**config.mk**
```make
export PLATFORM = sky130hd
export DESIGN_NAME = timestamp_ordered_request_queue
export DESIGN_NICKNAME = d
export VERILOG_FILES = /design/src/hdl/tsq_pkg.sv /design/src/hdl/tsq_cell.sv /design/src/hdl/timestamp_ordered_request_queue.sv
export SDC_FILE = /design/constraint.sdc
export NUM_CORES = 1
export LEC_CHECK = 0
export BUFFER_PORTS_ARGS = -buffer_cell sky130_fd_sc_hd__buf_2
export CORE_MARGIN = 2
export CORE_UTILIZATION = 58
export CTS_BUF_LIST = sky130_fd_sc_hd__clkbuf_4 sky130_fd_sc_hd__clkbuf_8
export CTS_CLUSTER_DIAMETER = 80
export DETAILED_ROUTE_END_ITERATION = 12
export MAX_ROUTING_LAYER = met4
export PLACE_DENSITY = 0.78
export SETUP_SLACK_MARGIN = 0.3
export SLEW_MARGIN = 15
export SYNTH_ARGS = -nofsm -noshare
export SYNTH_HDL_FRONTEND = slang
export SYNTH_SLANG_ARGS = --single-unit
```
**constraint.sdc**
```tcl
create_clock -name clk -period 9.05 [get_ports clk]
set_input_delay 0.4525 -clock clk [delete_from_list [all_inputs] [get_ports clk]]
set_output_delay 0.4525 -clock clk [all_outputs]
set_load 0.05 [all_outputs]
```
**src/hdl/tsq_pkg.sv**
```systemverilog
// shared types and codes for the timestamp ordered request queue
// no dependencies; imported by tsq_cell, timestamp_ordered_request_queue and its testbench
package tsq_pkg;

    localparam int TIME_W  = 15;
    localparam int ID_W    = 4;
    localparam int MODE_W  = 2;
    localparam int STAT_W  = 2;
    localparam int COUNT_W = 5;

    typedef enum logic [MODE_W-1:0] {
        MODE_INSERT = 2'd0,
        MODE_REMOVE = 2'd1,
        MODE_CLEAR  = 2'd2,
        MODE_NOP    = 2'd3
    } mode_t;

    typedef enum logic [STAT_W-1:0] {
        STAT_OK        = 2'd0,
        STAT_FULL      = 2'd1,
        STAT_EMPTY_POP = 2'd2,
        STAT_RSVD      = 2'd3
    } status_t;

    typedef enum logic [1:0] {
        CELL_HOLD   = 2'd0,
        CELL_INSERT = 2'd1,
        CELL_POP    = 2'd2,
        CELL_RSVD   = 2'd3
    } cell_op_t;

    // broadcast to every cell of the chain
    typedef struct packed {
        cell_op_t          op;
        logic [TIME_W-1:0] new_time;
        logic [ID_W-1:0]   new_id;
    } cell_ctrl_t;

endpackage

```
**src/hdl/tsq_cell.sv**
```systemverilog
// one slot of the sorted chain: holds a (timestamp, id) pair
// depends on tsq_pkg
module tsq_cell (
    input  logic                      clk,
    input  tsq_pkg::cell_ctrl_t       ctrl,
    input  logic                      occ,
    input  logic                      prev_before,
    input  logic [tsq_pkg::TIME_W-1:0] prev_time,
    input  logic [tsq_pkg::ID_W-1:0]   prev_id,
    input  logic [tsq_pkg::TIME_W-1:0] next_time,
    input  logic [tsq_pkg::ID_W-1:0]   next_id,
    output logic [tsq_pkg::TIME_W-1:0] time_q,
    output logic [tsq_pkg::ID_W-1:0]   id_q,
    output logic                      ahead
);
    import tsq_pkg::*;

    logic [TIME_W-1:0] time_reg, time_next;
    logic [ID_W-1:0]   id_reg, id_next;

    // new request sorts ahead of this slot, or the slot is free
    assign ahead = !occ
                || (ctrl.new_time < time_reg)
                || ((ctrl.new_time == time_reg) && (ctrl.new_id < id_reg));

    always_comb
    begin
        time_next = time_reg;
        id_next   = id_reg;
        unique case (ctrl.op)
            CELL_INSERT:
            begin
                if (prev_before)
                begin
                    // shift right, make room upstream
                    time_next = prev_time;
                    id_next   = prev_id;
                end
                else if (ahead)
                begin
                    time_next = ctrl.new_time;
                    id_next   = ctrl.new_id;
                end
            end
            CELL_POP:
            begin
                time_next = next_time;
                id_next   = next_id;
            end
            default:
            begin
                time_next = time_reg;
                id_next   = id_reg;
            end
        endcase
    end

    always_ff @(posedge clk)
    begin
        time_reg <= time_next;
        id_reg   <= id_next;
    end

    assign time_q = time_reg;
    assign id_q   = id_reg;

endmodule

```
**src/hdl/timestamp_ordered_request_queue.sv**
```systemverilog
// top level of the timestamp ordered request queue
// depends on tsq_pkg and tsq_cell
//
// Queue of up to QUEUE_DEPTH requests kept sorted by timestamp and then by
// requester id, lowest first; a request equal to one already queued goes
// behind it. Each input beat carries one operation (insert, remove head,
// clear; the fourth mode code does nothing) and produces exactly one output
// beat with the head entry, the count, an empty flag and a status. The
// storage is a row of identical cells: on insert every cell compares the
// new request with its own entry in parallel and the cells behind the
// insertion point shift one place back; on remove every cell loads its
// downstream neighbor. Either way every cell updates on the same clock edge,
// so a new beat can be accepted every cycle while in_stall is low;
// the output register holds the result until it is taken, and in_stall is
// raised only while that result is waiting under out_stall. Head fields
// read zero when the queue is empty. Insert on a full queue and remove on
// an empty queue leave the queue as it was and report a status code.
// count is reported modulo 32 for depths above 31. No clearing pass is
// needed after reset: occupancy comes from the count register alone.
module timestamp_ordered_request_queue #(
    parameter int QUEUE_DEPTH = 16
) (
    input  logic                       clk,
    input  logic                       rst_n,
    // request channel
    input  logic                       in_valid,
    output logic                       in_stall,
    input  logic [tsq_pkg::MODE_W-1:0]  mode,
    input  logic [tsq_pkg::TIME_W-1:0]  req_stamp,
    input  logic [tsq_pkg::ID_W-1:0]    req_id,
    // result channel
    output logic                       out_valid,
    input  logic                       out_stall,
    output logic [tsq_pkg::TIME_W-1:0]  head_time,
    output logic [tsq_pkg::ID_W-1:0]    head_id,
    output logic [tsq_pkg::COUNT_W-1:0] count,
    output logic                       is_empty,
    output logic [tsq_pkg::STAT_W-1:0]  status
);
    import tsq_pkg::*;

    localparam int CNT_W = $clog2(QUEUE_DEPTH + 1);

    // occupancy and result register
    logic [CNT_W-1:0] count_reg, count_next;
    logic             out_valid_reg;
    status_t          status_reg, status_next;

    logic       accept;
    mode_t      mode_in;
    cell_ctrl_t ctrl;

    // chain wiring
    logic [TIME_W-1:0] cell_time [QUEUE_DEPTH];
    logic [ID_W-1:0]   cell_id   [QUEUE_DEPTH];
    logic [QUEUE_DEPTH-1:0] cell_before;
    logic [QUEUE_DEPTH-1:0] cell_occ;

    // a new beat is taken unless a finished result is stuck at the output
    assign in_stall = out_valid_reg && out_stall;
    assign accept   = in_valid && !in_stall;
    assign mode_in  = mode_t'(mode);

    // decode the operation; refused operations leave the chain untouched
    always_comb
    begin
        ctrl.op       = CELL_HOLD;
        ctrl.new_time = req_stamp;
        ctrl.new_id   = req_id;
        count_next    = count_reg;
        status_next   = STAT_OK;
        if (accept)
        begin
            unique case (mode_in)
                MODE_INSERT:
                begin
                    if (count_reg >= CNT_W'(QUEUE_DEPTH))
                        status_next = STAT_FULL;
                    else
                    begin
                        ctrl.op    = CELL_INSERT;
                        count_next = count_reg + CNT_W'(1);
                    end
                end
                MODE_REMOVE:
                begin
                    if (count_reg == '0)
                        status_next = STAT_EMPTY_POP;
                    else
                    begin
                        ctrl.op    = CELL_POP;
                        count_next = count_reg - CNT_W'(1);
                    end
                end
                MODE_CLEAR:
                    count_next = '0;
                default:
                    count_next = count_reg;
            endcase
        end
    end

    // the chain of slots, head at index zero
    for (genvar k = 0; k < QUEUE_DEPTH; k++)
    begin : g_cell
        logic              up_before;
        logic [TIME_W-1:0] up_time;
        logic [ID_W-1:0]   up_id;
        logic [TIME_W-1:0] dn_time;
        logic [ID_W-1:0]   dn_id;

        assign cell_occ[k] = count_reg > CNT_W'(k);

        if (k == 0)
        begin : g_first
            assign up_before = 1'b0;
            assign up_time   = cell_time[k];
            assign up_id     = cell_id[k];
        end
        else
        begin : g_mid
            assign up_before = cell_before[k-1];
            assign up_time   = cell_time[k-1];
            assign up_id     = cell_id[k-1];
        end

        if (k == QUEUE_DEPTH - 1)
        begin : g_last
            // tail slot becomes free on a pop, its content is don't care
            assign dn_time = cell_time[k];
            assign dn_id   = cell_id[k];
        end
        else
        begin : g_inner
            assign dn_time = cell_time[k+1];
            assign dn_id   = cell_id[k+1];
        end

        tsq_cell u_cell (
            .clk         (clk),
            .ctrl        (ctrl),
            .occ         (cell_occ[k]),
            .prev_before (up_before),
            .prev_time   (up_time),
            .prev_id     (up_id),
            .next_time   (dn_time),
            .next_id     (dn_id),
            .time_q      (cell_time[k]),
            .id_q        (cell_id[k]),
            .ahead       (cell_before[k])
        );
    end

    always_ff @(posedge clk or negedge rst_n)
    begin
        if (!rst_n)
        begin
            count_reg     <= '0;
            out_valid_reg <= 1'b0;
            status_reg    <= STAT_OK;
        end
        else
        begin
            if (accept)
            begin
                count_reg     <= count_next;
                status_reg    <= status_next;
                out_valid_reg <= 1'b1;
            end
            else if (!out_stall)
                out_valid_reg <= 1'b0;
        end
    end

    // result fields come straight from state, which only moves on an accepted beat
    assign out_valid = out_valid_reg;
    assign is_empty  = (count_reg == '0);
    assign head_time = is_empty ? '0 : cell_time[0];
    assign head_id   = is_empty ? '0 : cell_id[0];
    assign count     = COUNT_W'(count_reg);
    assign status    = status_reg;

endmodule

```
==> summary.txt <==
Global route
  • Global router's overall resource usage: 32.28%
  • First-pass GRT wire length: 104.0 mm
  • Global route overflow: 0
  • Vias in the first global route: 19729
  • Initial antenna violation count: 1
  • Largest net degree at the start of global routing: 216

Clocking
  • CTS Buf Count: 56
  • Worst skew pair latency: 0.67 ns
  • CTS root buffer: clkbuf_8
  • H-tree depth: 2
  • Clk slew on worst S/H paths: 0.06 ns
  • CTS Hold Bufs: 1
  • CTS tree: done
  • CTS resizes: 0
  • Sink Count: 312
  • Clock buffer depth: 3
  • Post-CTS Setup Bufs: 0

Logic synthesis
  • Synthesized cell area: 23710 sq um
  • Xor/xnor cell area share of the yosys netlist: 0%
  • Seq/Total Area, Yosys: 39.35%
  • Post-Synth Simple-Gate Area: 11.18%
  • Unique masters post-synth: 59
  • Largest family of logic cells by synthesized area: compound AO/OA/AOI/OAI gates
  • Asr flop ratio synth: 2.564%
  • Syn Inst Count: 2399
  • Mux contribution to synthesized area: 6.401%
  • Syn_nets: 2722
  • Avg Cell Area, Syn: 9.883 sq um
  • Yosys reg bits: 312
  • Adder-Cell Fraction of Synth Area: 15.73%
  • Number of synthesized flops with an enable pin: 304
  • Synth Warn #: 0
  • Top FF cell, synth: edfxtp_1
  • Synth Area in Compound Gates: 19.23%

Pwr
  • Power share of the clock group: 26.0%
  • Combinational group share of total power: 35.4%
  • Sw frac: 37.49%
  • Int Pwr: 3.170 mW
  • Pwr Density: 199.0 nW/um^2
  • Worst VDD drop: 0.0002133 V
  • Sw Pwr: 1.902 mW
  • Static Leak: 11.09 nW
  • Reg power frac: 38.7%

STA
  • Fmax: 0.2405 GHz
  • # setup viols final: 0
  • Final critical-path share of the clock period: 45.94%
  • Sum Neg Setup Slack: 0 ns
  • Endpoints failing hold: 0
  • Setup Skew: 0.03567 ns
  • Tightest Pin Transition: 1.025 ns
  • Final period demand of the worst path: 4.157 ns
  • Worst rel slew slack: 30.94%
  • Number of max-slew violations in the final report: 0
  • RSZ-0062 raised after global routing: false

Detailed routing
  • Drt wl/cell: 22.75 um
  • DRC: 0
  • DRT iter0 DRCs: 1905
  • Vias: 19495
  • Vias per std cell: 6.595
  • Routed WL: 67.24 mm
  • DRT antenna net count: 0
  • TritonRoute pass-1 iters: 7

Cells and area
  • Final Util: 62.85%
  • Layout cells sized above 1: 11.35%
  • Layout area overhead: 7.493%
  • Most frequent cells in the layout: edfxtp_1, ha_1, inv_1, a21oi_1, a22oi_1
  • Max reg flops: 240
  • Fin nets: 2700
  • Commonest non-fill, non-tap cell in the layout: edfxtp_1

Floorplan
  • Total die area: 42510 sq um
  • Io pins: 54
  • Initial core utilization: 58.47%
  • Total core area: 40550 sq um
  • Height of the die: 206.2 um
  • Cell row count: 74
  • Die Wd: 206.2 um

Worst setup path
  • CP Capture Type: flip-flop
  • Worst R2R Setup Slack: 4.89 ns
  • Worst EP arrival: 4.54 ns
  • Required time of the worst setup path: 9.43 ns
  • RR Endpoint: g_cell[14].u_cell.id_q[0]
  • Crit Path Max Fanout: 103
  • R2R depth: 10
  • Worst reg2reg startpoint: count[0]
  • Critical path class: reg -> reg
  • Crit. Startpoint: count[0]
  • Startpoint Class: flip-flop
  • Worst Setup EP: g_cell[14].u_cell.id_q[0]

Placed design
  • Dpl hpwl: 45.95 mm
  • Port Buffers: 53
  • Routability cong.: 0.9324

Outcome
  • Status: finished clean

Hold path
  • HP Class: in -> reg

Run
  • MaxCap Viol Count: 0
==> metal layers <==
metal  vias to the layer above  global-route usage, %  part of all wire, %
met4                         0                  15.36                  4.4
met3                       261                  4.636                  7.2
li1                       8838                      -                    -
met1                      9423                  38.87                   39
met2                       973                  53.51                   49
met5                         -                      -                    0
==> final cells by class <==
type                       instances  area [sq um]
antenna                            1         2.502
clock buffer                      79         955.9
clock inverter                    25         108.9
fill                            3243         15070
inverter                         293          1100
multi-input combinational       1632         12810
sequential                       312          9329
tap                              532         665.6
timing repair buffer              82         518.0
==> worst max-delay path, stage by stage, from the launching register on <==
cell     delay, ns
dfrtp_1       0.59
inv_1         0.18
ha_1          0.26
nor4b_4       0.13
buf_4         0.25
nor2_1        0.14
nand2_1       0.09
inv_1         0.11
ha_4          0.74
buf_4         0.93
mux2_2        0.43
==> through the flow <==
stage / area, sq um / setup WS, ns / hold WS (ns) / instances / power [mW]
finish: 25490 / 4.893 / 0.03042 / 2956 / 5.072
global route: 25490 / 4.744 / 0.03203 / 2956 / 5.301
CTS: 25340 / 4.897 / 0.006685 / 2954 / 5.020
detailed placement: 24270 / 4.742 / 0.3184 / 2849 / 3.720
global placement: 24250 / 4.825 / 0.3145 / 2849 / 3.634
floorplan: 23710 / 5.381 / 0.1569 / 2399 / 3.269
==> cell usage after synthesis, types with 5 or more instances <==
library cell    n  area [sq um]
edfxtp_1      304          9129
ha_1          298          3729
inv_1         293          1100
a21oi_1       253          1266
a22oi_1       209          1569
nand2b_1      158         988.5
nand2_1       118         442.9
clkbuf_1       83         311.6
mux2i_1        77         770.7
o21ai_0        77         385.4
a31oi_1        73         456.7
mux2_2         61         686.9
nor2_1         59         221.5
nand4_1        36         225.2
a211oi_1       30         225.2
buf_2          26         130.1
buf_1          20         75.07
nand3_1        19         95.09
nand3b_1       17         127.6
nand4b_1       16         140.1
buf_4          15         112.6
buf_6          15         168.9
o31ai_1        13         97.59
and4_1         12         105.1
nor3_1         12         60.06
a221oi_1       11         96.34
nor2b_1        11         68.82
o211a_1        11         110.1
dfrtp_1         8         200.2
a211oi_2        6         75.07
and2_1          6         37.54
a221oi_2        5         75.07
==> power by group through the flow <==
| stage | clock [mW] | combinational, mW | sequential (mW) |
|---|---|---|---|
| finish | 1.32 | 1.79 | 1.96 |
| global route | 1.38 | 1.95 | 1.97 |
| CTS | 1.32 | 1.74 | 1.96 |
| global placement | 0 | 1.65 | 1.98 |
| floorplan | 0 | 1.31 | 1.96 |
| detailed placement | 0 | 1.73 | 1.99 |
==> kinds of logic (layout without fill, tap and decap cells) <==
group | Yosys count | in the layout
compound gates | 711 | 711
fa+ha+maj | 298 | 298
buf+inv | 455 | 479
flops | 312 | 312
mux | 142 | 142
other cells | 0 | 1
simple gates | 481 | 481
==> worst min-delay path by stage <==
| stage | start | endpoint | depth (start not counted) |
|---|---|---|---|
| floorplan | rst_n | count[0] | 0 |
| global placement | rst_n | status[0] | 1 |
| detailed placement | rst_n | status[0] | 1 |
| CTS | in_valid | out_valid | 2 |
| global route | in_valid | out_valid | 2 |
| finish | in_valid | out_valid | 2 |
Note: power is estimated with default switching activity, not from simulation.
